**src/rtl/bounded_exact_match_table_assert.svh**
```systemverilog
// ----------------------------------------------------------------------------
// Assertion macros for the exact-match table block
// Clocked on clk, disabled while rst_n is low.
// ----------------------------------------------------------------------------
`ifndef BOUNDED_EXACT_MATCH_TABLE_ASSERT_SVH
`define BOUNDED_EXACT_MATCH_TABLE_ASSERT_SVH

// Same-cycle implication.
`define BEMT_ASSERT_IMPL(lbl, ante, cons) \
    lbl: assert property (@(posedge clk) disable iff (!rst_n) (ante) |-> (cons)) \
        else $error("implication check failed");

// Next-cycle implication.
`define BEMT_ASSERT_NEXT(lbl, ante, cons) \
    lbl: assert property (@(posedge clk) disable iff (!rst_n) (ante) |=> (cons)) \
        else $error("next-cycle check failed");

`endif

```
**src/rtl/bemt_pkg.sv**
```systemverilog
// ----------------------------------------------------------------------------
// bemt_pkg
// Shared types, codes and helpers for the exact-match table block.
// ----------------------------------------------------------------------------
package bemt_pkg;

    localparam int NUM_TABLES_DEF = 4;
    localparam int ENTRIES_DEF    = 256;
    localparam int KEY_BITS_DEF   = 64;

    localparam int FIELD_BITS = 64;
    localparam int COUNT_BITS = 9;
    localparam int CFG_BITS   = 9;

    typedef enum logic [2:0] {
        OP_UPDATE = 3'd0,
        OP_LOOKUP = 3'd1,
        OP_DELETE = 3'd2,
        OP_SIZE   = 3'd3,
        OP_CLEAR  = 3'd4
    } op_t;

    typedef enum logic [1:0] {
        STS_OK       = 2'd0,
        STS_NOTFOUND = 2'd1,
        STS_FULL     = 2'd2,
        STS_NOTABLE  = 2'd3
    } status_t;

    typedef enum logic [1:0] {
        CFG_MAX_ENTRIES   = 2'd0,
        CFG_KEY_BYTES     = 2'd1,
        CFG_VALUE_BYTES   = 2'd2,
        CFG_TABLE_PRESENT = 2'd3
    } cfg_idx_t;

    typedef enum logic [2:0] {
        ST_INIT,
        ST_IDLE,
        ST_SCAN,
        ST_DRAIN,
        ST_CLEAR,
        ST_EXEC
    } state_t;

    // What a new request needs: a table search, a clearing sweep, or nothing.
    typedef enum logic [1:0] {
        K_SCAN,
        K_CLEAR,
        K_NOW
    } kind_t;

    typedef struct packed {
        logic load;
        logic scan;
        logic clr;
        logic init;
        logic exec;
    } cmd_t;

    typedef struct packed {
        kind_t kind;
        logic  last_slot;
        logic  last_all;
    } stat_t;

    // Mask keeping the low nbytes bytes of a 64-bit word.
    function automatic logic [FIELD_BITS-1:0] byte_mask(input logic [3:0] nbytes);
        logic [5:0] sh;
        sh = {nbytes[2:0], 3'b000};
        if (nbytes >= 4'd8)
            byte_mask = '1;
        else
            byte_mask = (64'd1 << sh) - 64'd1;
    endfunction

endpackage

```
**src/rtl/bemt_ctrl.sv**
```systemverilog
// ----------------------------------------------------------------------------
// bemt_ctrl
// Sequencer for reset sweep, table scan, clearing sweep and execution.
// ----------------------------------------------------------------------------
module bemt_ctrl (
    input  logic            clk,
    input  logic            rst_n,
    input  logic            start,
    input  bemt_pkg::stat_t stat,
    output bemt_pkg::cmd_t  cmd,
    output logic            busy
);
    import bemt_pkg::*;

    state_t state_reg, state_next;

    always_ff @(posedge clk or negedge rst_n)
    begin
        if (!rst_n)
            state_reg <= ST_INIT;
        else
            state_reg <= state_next;
    end

    always_comb
    begin
        state_next = state_reg;
        case (state_reg)
            ST_INIT:  if (stat.last_all) state_next = ST_IDLE;
            ST_IDLE:
            begin
                if (start)
                begin
                    case (stat.kind)
                        K_SCAN:  state_next = ST_SCAN;
                        K_CLEAR: state_next = ST_CLEAR;
                        default: state_next = ST_EXEC;
                    endcase
                end
            end
            ST_SCAN:  if (stat.last_slot) state_next = ST_DRAIN;
            ST_DRAIN: state_next = ST_EXEC;
            ST_CLEAR: if (stat.last_slot) state_next = ST_EXEC;
            ST_EXEC:  state_next = ST_IDLE;
            default:  state_next = ST_INIT;
        endcase
    end

    always_comb
    begin
        cmd  = '0;
        busy = 1'b1;
        case (state_reg)
            ST_INIT:  cmd.init = 1'b1;
            ST_IDLE:
            begin
                busy     = 1'b0;
                cmd.load = start;
            end
            ST_SCAN:  cmd.scan = 1'b1;
            ST_CLEAR: cmd.clr  = 1'b1;
            ST_EXEC:  cmd.exec = 1'b1;
            default:  cmd = '0;
        endcase
    end

endmodule

```
**config.mk**
```make
export PLATFORM = sky130hd
export DESIGN_NAME = bemt_ctrl
export DESIGN_NICKNAME = d
export VERILOG_FILES = /design/src/rtl/bounded_exact_match_table_assert.svh /design/src/rtl/bemt_pkg.sv /design/src/rtl/bemt_ctrl.sv
export SDC_FILE = /design/constraint.sdc
export NUM_CORES = 1
export LEC_CHECK = 0
export BUFFER_PORTS_ARGS = -buffer_cell sky130_fd_sc_hd__buf_2
export CAP_MARGIN = 25
export CORE_AREA = 2 2 39 41
export DETAILED_ROUTE_END_ITERATION = 10
export DIE_AREA = 0 0 41 43
export PLACE_DENSITY = 0.41
export SLEW_MARGIN = 0
export SYNTH_ARGS = -nofsm -noshare
export SYNTH_HDL_FRONTEND = slang
export SYNTH_SLANG_ARGS = --single-unit
```
**constraint.sdc**
```tcl
create_clock -name clk -period 1.8 [get_ports clk]
set_input_delay 0.36 -clock clk [delete_from_list [all_inputs] [get_ports clk]]
set_output_delay 0.36 -clock clk [all_outputs]
set_load 0.05 [all_outputs]
```
==> impl_metrics.env, run 1 <==
export IMPL_numCtsBuffers=3
export IMPL_grt_max_degree=10
export IMPL_synth_cell_types=19
export IMPL_setup_ws_ps=67.36
export IMPL_intPower_uw=342.9
export IMPL_critical_path_class="reg2out"
export IMPL_whs_ps=377.6
export IMPL_layout_nets=50
export IMPL_globalplace_congestion=0.6945
export IMPL_pwr_share_comb_pct=67.5
export IMPL_h_tree_depth=1
export IMPL_cts_setup_buffers=0
export IMPL_fin_crit_ps=1733
export IMPL_drt_pass1_iter_count=3
export IMPL_grt_first_pass_wirelength_um=917
export IMPL_root_buffer="clkbuf_4"
export IMPL_fillers=166
export IMPL_skew_ps=4.427
export IMPL_vias_per_cell=4.207
export IMPL_grtUsageTotal_pct=8.133
export IMPL_initialDrtViolationCount=3
export IMPL_num_antenna_cells=0
export IMPL_die_w_um=41
export IMPL_endpoint_kind="primary output"
export IMPL_postSynth_asyncResetShare_pct=100.0
export IMPL_dp_cells=53
export IMPL_ant_nets=0
export IMPL_die_h_um=43
export IMPL_synth_adder_area_share_pct=0
export IMPL_largest_reg_flops=3
export IMPL_floorplan_initialDensity_pct=16.37
export IMPL_synth_seq_cells=3
export IMPL_utilization_pct=26.49
export IMPL_cts_sinks=3
export IMPL_avgSynthCellArea_um2=9.059
export IMPL_grt_overflow=0
export IMPL_max_freq_mhz=577.2
export IMPL_start_kind="flip-flop"
export IMPL_ir_drop_uv=1090
export IMPL_synth_edf_count=0
export IMPL_syn_num_nets=32
export IMPL_setup_viol=0
export IMPL_synthTopCellsByArea="dfrtp_1, o22ai_2, buf_6"
export IMPL_clock_latency_ps=230
export IMPL_seq_area_frac_synth_pct=33.15
export IMPL_rows=14
export IMPL_antenna_found_initial=0
export IMPL_wl_per_cell_um=9.879
export IMPL_min_period_over_period_pct=96.26
export IMPL_synth_simple_gate_area_share_pct=29.28
export IMPL_worst_pin_slew_ps=277.5
export IMPL_yosys_top_cells_count="dfrtp_1, a21oi_1, inv_1, nor2_1, nor3_1"
export IMPL_synth_warnings=0
export IMPL_hold_path_class="in2reg"
export IMPL_synth_compound_area_share_pct=27.07
export IMPL_r2r_cells=4
export IMPL_drv_slew=0
export IMPL_design_die_area_mm2=0.001763
export IMPL_path_clk_slew_ps=30
export IMPL_synth_top_family_by_area="simple AND/OR/NAND/NOR gates"
export IMPL_final_instance_count_excl_fill=58
export IMPL_coreArea_mm2=0.001384
export IMPL_leakage_uw=0.0001714
export IMPL_rrSetupSlack_ps=560
export IMPL_worst_ep_arrival_time_ps=1370
export IMPL_switching_share_pct=49.92
export IMPL_power_switching_uw=341.8
export IMPL_synth_cell_area_um2=226.5
export IMPL_dp_hpwl_um=438.7
export IMPL_power_density_mw_per_mm2=1868
export IMPL_seq_power_share_pct=15.5
export IMPL_grt_pass1_vias=227
export IMPL_area_delta_synth_final_pct=61.88
export IMPL_yosys_area_top_type="dfrtp_1"
export IMPL_muxShareOfSynthArea_pct=0
export IMPL_io_pins=13
export IMPL_ys_flop_type="dfrtp_1"
export IMPL_outcome="completed"
export IMPL_via_count=244
export IMPL_cts_buffer_depth=2
export IMPL_dpl_worst_slack_ps=223.3
export IMPL_drt_wl_total_um=573
export IMPL_drv_cap=0
export IMPL_place_port_buffers=12
export IMPL_synth_top_area_share_pct=33.15
export IMPL_crit_fanout=6
export IMPL_syn_inst=25
export IMPL_cts_tree="done"
export IMPL_synth_xor_area_share_pct=0
export IMPL_yosysMostFrequentCell="dfrtp_1"
export IMPL_whs_path_depth=2
export IMPL_drive_gt1_share_pct=64.29
export IMPL_finalHoldViolCount=0
export IMPL_rsz0062_at_grt="no"
export IMPL_power_frac_clock_pct=17.1
export IMPL_slew_headroom_pct=81.24
export IMPL_drt_drc_violations_left=0
export IMPL_required_ps=1440
## cell type report
| cell class | count | area, um^2 | share of cell area, % |
|---|---|---|---|
| multi-input combinational | 18 | 145.1 | 39.59 |
| timing repair buffer | 15 | 91.34 | 24.91 |
| sequential | 3 | 76.32 | 20.82 |
| clock buffer | 4 | 26.28 | 7.167 |
| tap | 16 | 20.02 | 5.461 |
| inverter | 2 | 7.507 | 2.048 |
## power groups by stage
stage          Combinational (uW)  Sequential [uW]  Clock, uW
2_1_floorplan                 378              101          0
3_3_place_gp                  452              110          0
3_5_place_dp                  453              106          0
4_1_cts                       459              106        123
5_1_grt                       491              109        134
6_report                      462              106        117
## metrics by stage
stage               cell area [um^2]  power, uW  TNS [ps]
finish                         366.6      684.7         0
global route                   366.6      734.2         0
CTS                            361.6      687.7         0
detailed placement             322.8      558.2         0
global placement               322.8      561.9         0
floorplan                      244.0      478.5    -1.491
## worst paths after layout
kind,startpoint,to
worst min-delay path,start,state_reg[0]
max in group asynchronous,rst_n,state_reg[1]
worst max register to register,state_reg[2],state_reg[0]
min in group asynchronous,rst_n,state_reg[2]
worst min register to register,state_reg[2],state_reg[1]
worst max-delay path,state_reg[1],cmd[4]
## per-layer routing
layer  vias to the layer above  track usage, %  routed length (um)
met5                         -               0                   0
met4                         0           4.000                   0
met3                         0           6.283                  57
met2                        11           8.750                 210
met1                       109           11.25                 305
li1                        124               -                   -
## logic make-up after synthesis
group	count (synthesis)
and+or+nand+nor	10
AOI/OAI and AO/OA	8
DFF	3
buffers and inverters	4
## cells in the final DEF, fill, tap and decap left out, types with 2 or more instances in the layout
cell | Yosys | final
inv_1 | 2 | 2
buf_4 | 0 | 2
dfrtp_1 | 3 | 2
nor3_2 | 0 | 2
buf_2 | 0 | 11
clkbuf_4 | 0 | 3
a21oi_1 | 2 | 2
## timing repair
action	4_1_cts	5_1_grt
endpoints found under the hold margin	3	0
resized for setup	1	2
hold buffers	1	0
setup endpoints to repair	1	1
## worst max-delay path: stages, from the launching register on
cell and delay, ps:
dfrtp_2 440, or3b_4 440, nor2_2 110, buf_6 160
Power figures use the tool's default switching activity.
==> inputs of run 2 (changes only) <==
CTS_BUF_LIST = sky130_fd_sc_hd__clkbuf_4   (was not set)
clock period = 1.85 ns   (was 1.8 ns; I/O delays follow)
==> run 2 against run 1 <==
Net effect:
- via count decreased by 0.41%
- clock power up 11%
- core utilization down 0.090 points
- wire length grew 1.7%
- clock skew shrank 0.62 ps
- critical path depth unchanged
- critical endpoint unchanged
- highest routed layer unchanged
==> impl_metrics.env, run 2 (synthesis results as in run 1) <==
export IMPL_antenna_found_initial=0
export IMPL_via_count=243
export IMPL_drt_drc_violations_left=0
export IMPL_grt_overflow=0
export IMPL_skew_ps=3.812
export IMPL_cts_tree="done"
export IMPL_utilization_pct=26.40
export IMPL_max_freq_mhz=562.5
export IMPL_design_die_area_mm2=0.001763
export IMPL_clock_latency_ps=240
export IMPL_dp_hpwl_um=438.7
export IMPL_setup_viol=0
export IMPL_worst_pin_slew_ps=277.8
export IMPL_drive_gt1_share_pct=64.29
export IMPL_hold_path_class="in2reg"
export IMPL_grt_first_pass_wirelength_um=876
export IMPL_globalplace_congestion=0.6945
export IMPL_whs_ps=385.1
export IMPL_max_stage_delay_ps=450
export IMPL_numCtsBuffers=3
export IMPL_h_tree_depth=1
export IMPL_grt_pass1_vias=214
export IMPL_cts_sinks=3
export IMPL_initialDrtViolationCount=5
export IMPL_drt_pass1_iter_count=3
export IMPL_io_pins=13
export IMPL_grtUsageTotal_pct=7.831
export IMPL_critical_path_class="reg2out"
export IMPL_wl_per_cell_um=10.05
export IMPL_root_buffer="clkbuf_4"
export IMPL_vias_per_cell=4.190
export IMPL_power_density_mw_per_mm2=1850
export IMPL_largest_reg_flops=3
export IMPL_min_period_over_period_pct=96.10
export IMPL_ant_nets=0
export IMPL_drv_cap=0
export IMPL_final_cell_mix="buf_2, clkbuf_4, buf_4, dfrtp_1"
export IMPL_path_clk_slew_ps=30
export IMPL_crit_fanout=6
export IMPL_required_ps=1480
export IMPL_outcome="completed"
export IMPL_die_w_um=41
export IMPL_drt_wl_total_um=583
export IMPL_finalHoldViolCount=0
export IMPL_endpoint_kind="primary output"
export IMPL_worst_ep_arrival_time_ps=1410
export IMPL_place_port_buffers=12
export IMPL_fin_crit_ps=1778
export IMPL_layout_commonest_cell="buf_2"
export IMPL_grt_max_degree=10
export IMPL_start_kind="flip-flop"
export IMPL_die_h_um=43
export IMPL_rrSetupSlack_ps=610
export IMPL_drv_slew=0
export IMPL_finalSetupTns_ps=0
export IMPL_num_antenna_cells=0
export IMPL_cts_buffer_depth=2
export IMPL_leakage_uw=0.0001755
export IMPL_floorplan_initialDensity_pct=16.37
export IMPL_layout_nets=50
export IMPL_cts_setup_buffers=0
export IMPL_slew_headroom_pct=81.22
export IMPL_coreArea_mm2=0.001384
export IMPL_rows=14
export IMPL_area_delta_synth_final_pct=61.33
export IMPL_path_cells="or3b_4 > nor2_2 > buf_4"
export IMPL_ir_drop_uv=1051
export IMPL_slowest_stage="or3b_4"
export IMPL_rsz0062_at_grt="no"
## run 2: cell types whose count changed in the layout (fill, tap and decap cells not counted)
cell,delta
clkbuf_1,-1
buf_4,+1
buf_6,-1
clkbuf_4,+1
dfrtp_2,-1
dfrtp_1,+1
## run 2: timing repair
item                       in CTS  in global routing
setup endpoints to repair       0                  1
hold buffers                    1                  0
hold endpoints to repair        3                  0
resized for setup               0                  2
## run 2: final timing paths
kind / startpoint / end / cells past startpoint
max: state_reg[1] / cmd[4] / 3
min: start / state_reg[0] / 2
max reg2reg: state_reg[2] / state_reg[0] / 4
min reg2reg: state_reg[2] / state_reg[1] / 2
max in group asynchronous: rst_n / state_reg[0] / 2
min in group asynchronous: rst_n / state_reg[2] / 2
## run 2: area by class of cell
cell class,count,area [um^2]
Tap cell,16,20.02
Timing Repair Buffer,15,87.58
Fill cell,165,1018
Multi-Input combinational cell,18,145.1
Inverter,2,7.507
Clock buffer,4,30.03
Sequential cell,3,75.07
## run 2: metrics by stage
stage          std cells  setup slack [ps]  power [uW]  area [um^2]
2_1_floorplan         25             38.51       465.6        244.0
3_3_place_gp          53             270.8       546.7        322.8
3_5_place_dp          53             263.3       543.2        322.8
4_1_cts               58             5.553       680.2        362.8
5_1_grt               58             18.32       721.1        365.4
6_report              58             72.07       675.9        365.4
## run 2: critical path: cells and delay by family (launching register included)
kind                   cells  cell delay (ps)
and+or+nand+nor            2              540
buffers and inverters      1              190
DFF                        1              440
## run 2: layer usage
layer / up-vias / share of wire, % / track usage [%]
met5: - / 0 / 0
met4: 0 / 0 / 4.000
met3: 0 / 12 / 6.283
met2: 13 / 36 / 7.813
met1: 106 / 51 / 11.25
li1: 124 / - / -
## run 2: power by group
group	internal [uW]	switching, uW	total (uW)
Sequential	87.7	15.1	103
Clock	95.4	34.1	130
Combinational	160	284	444
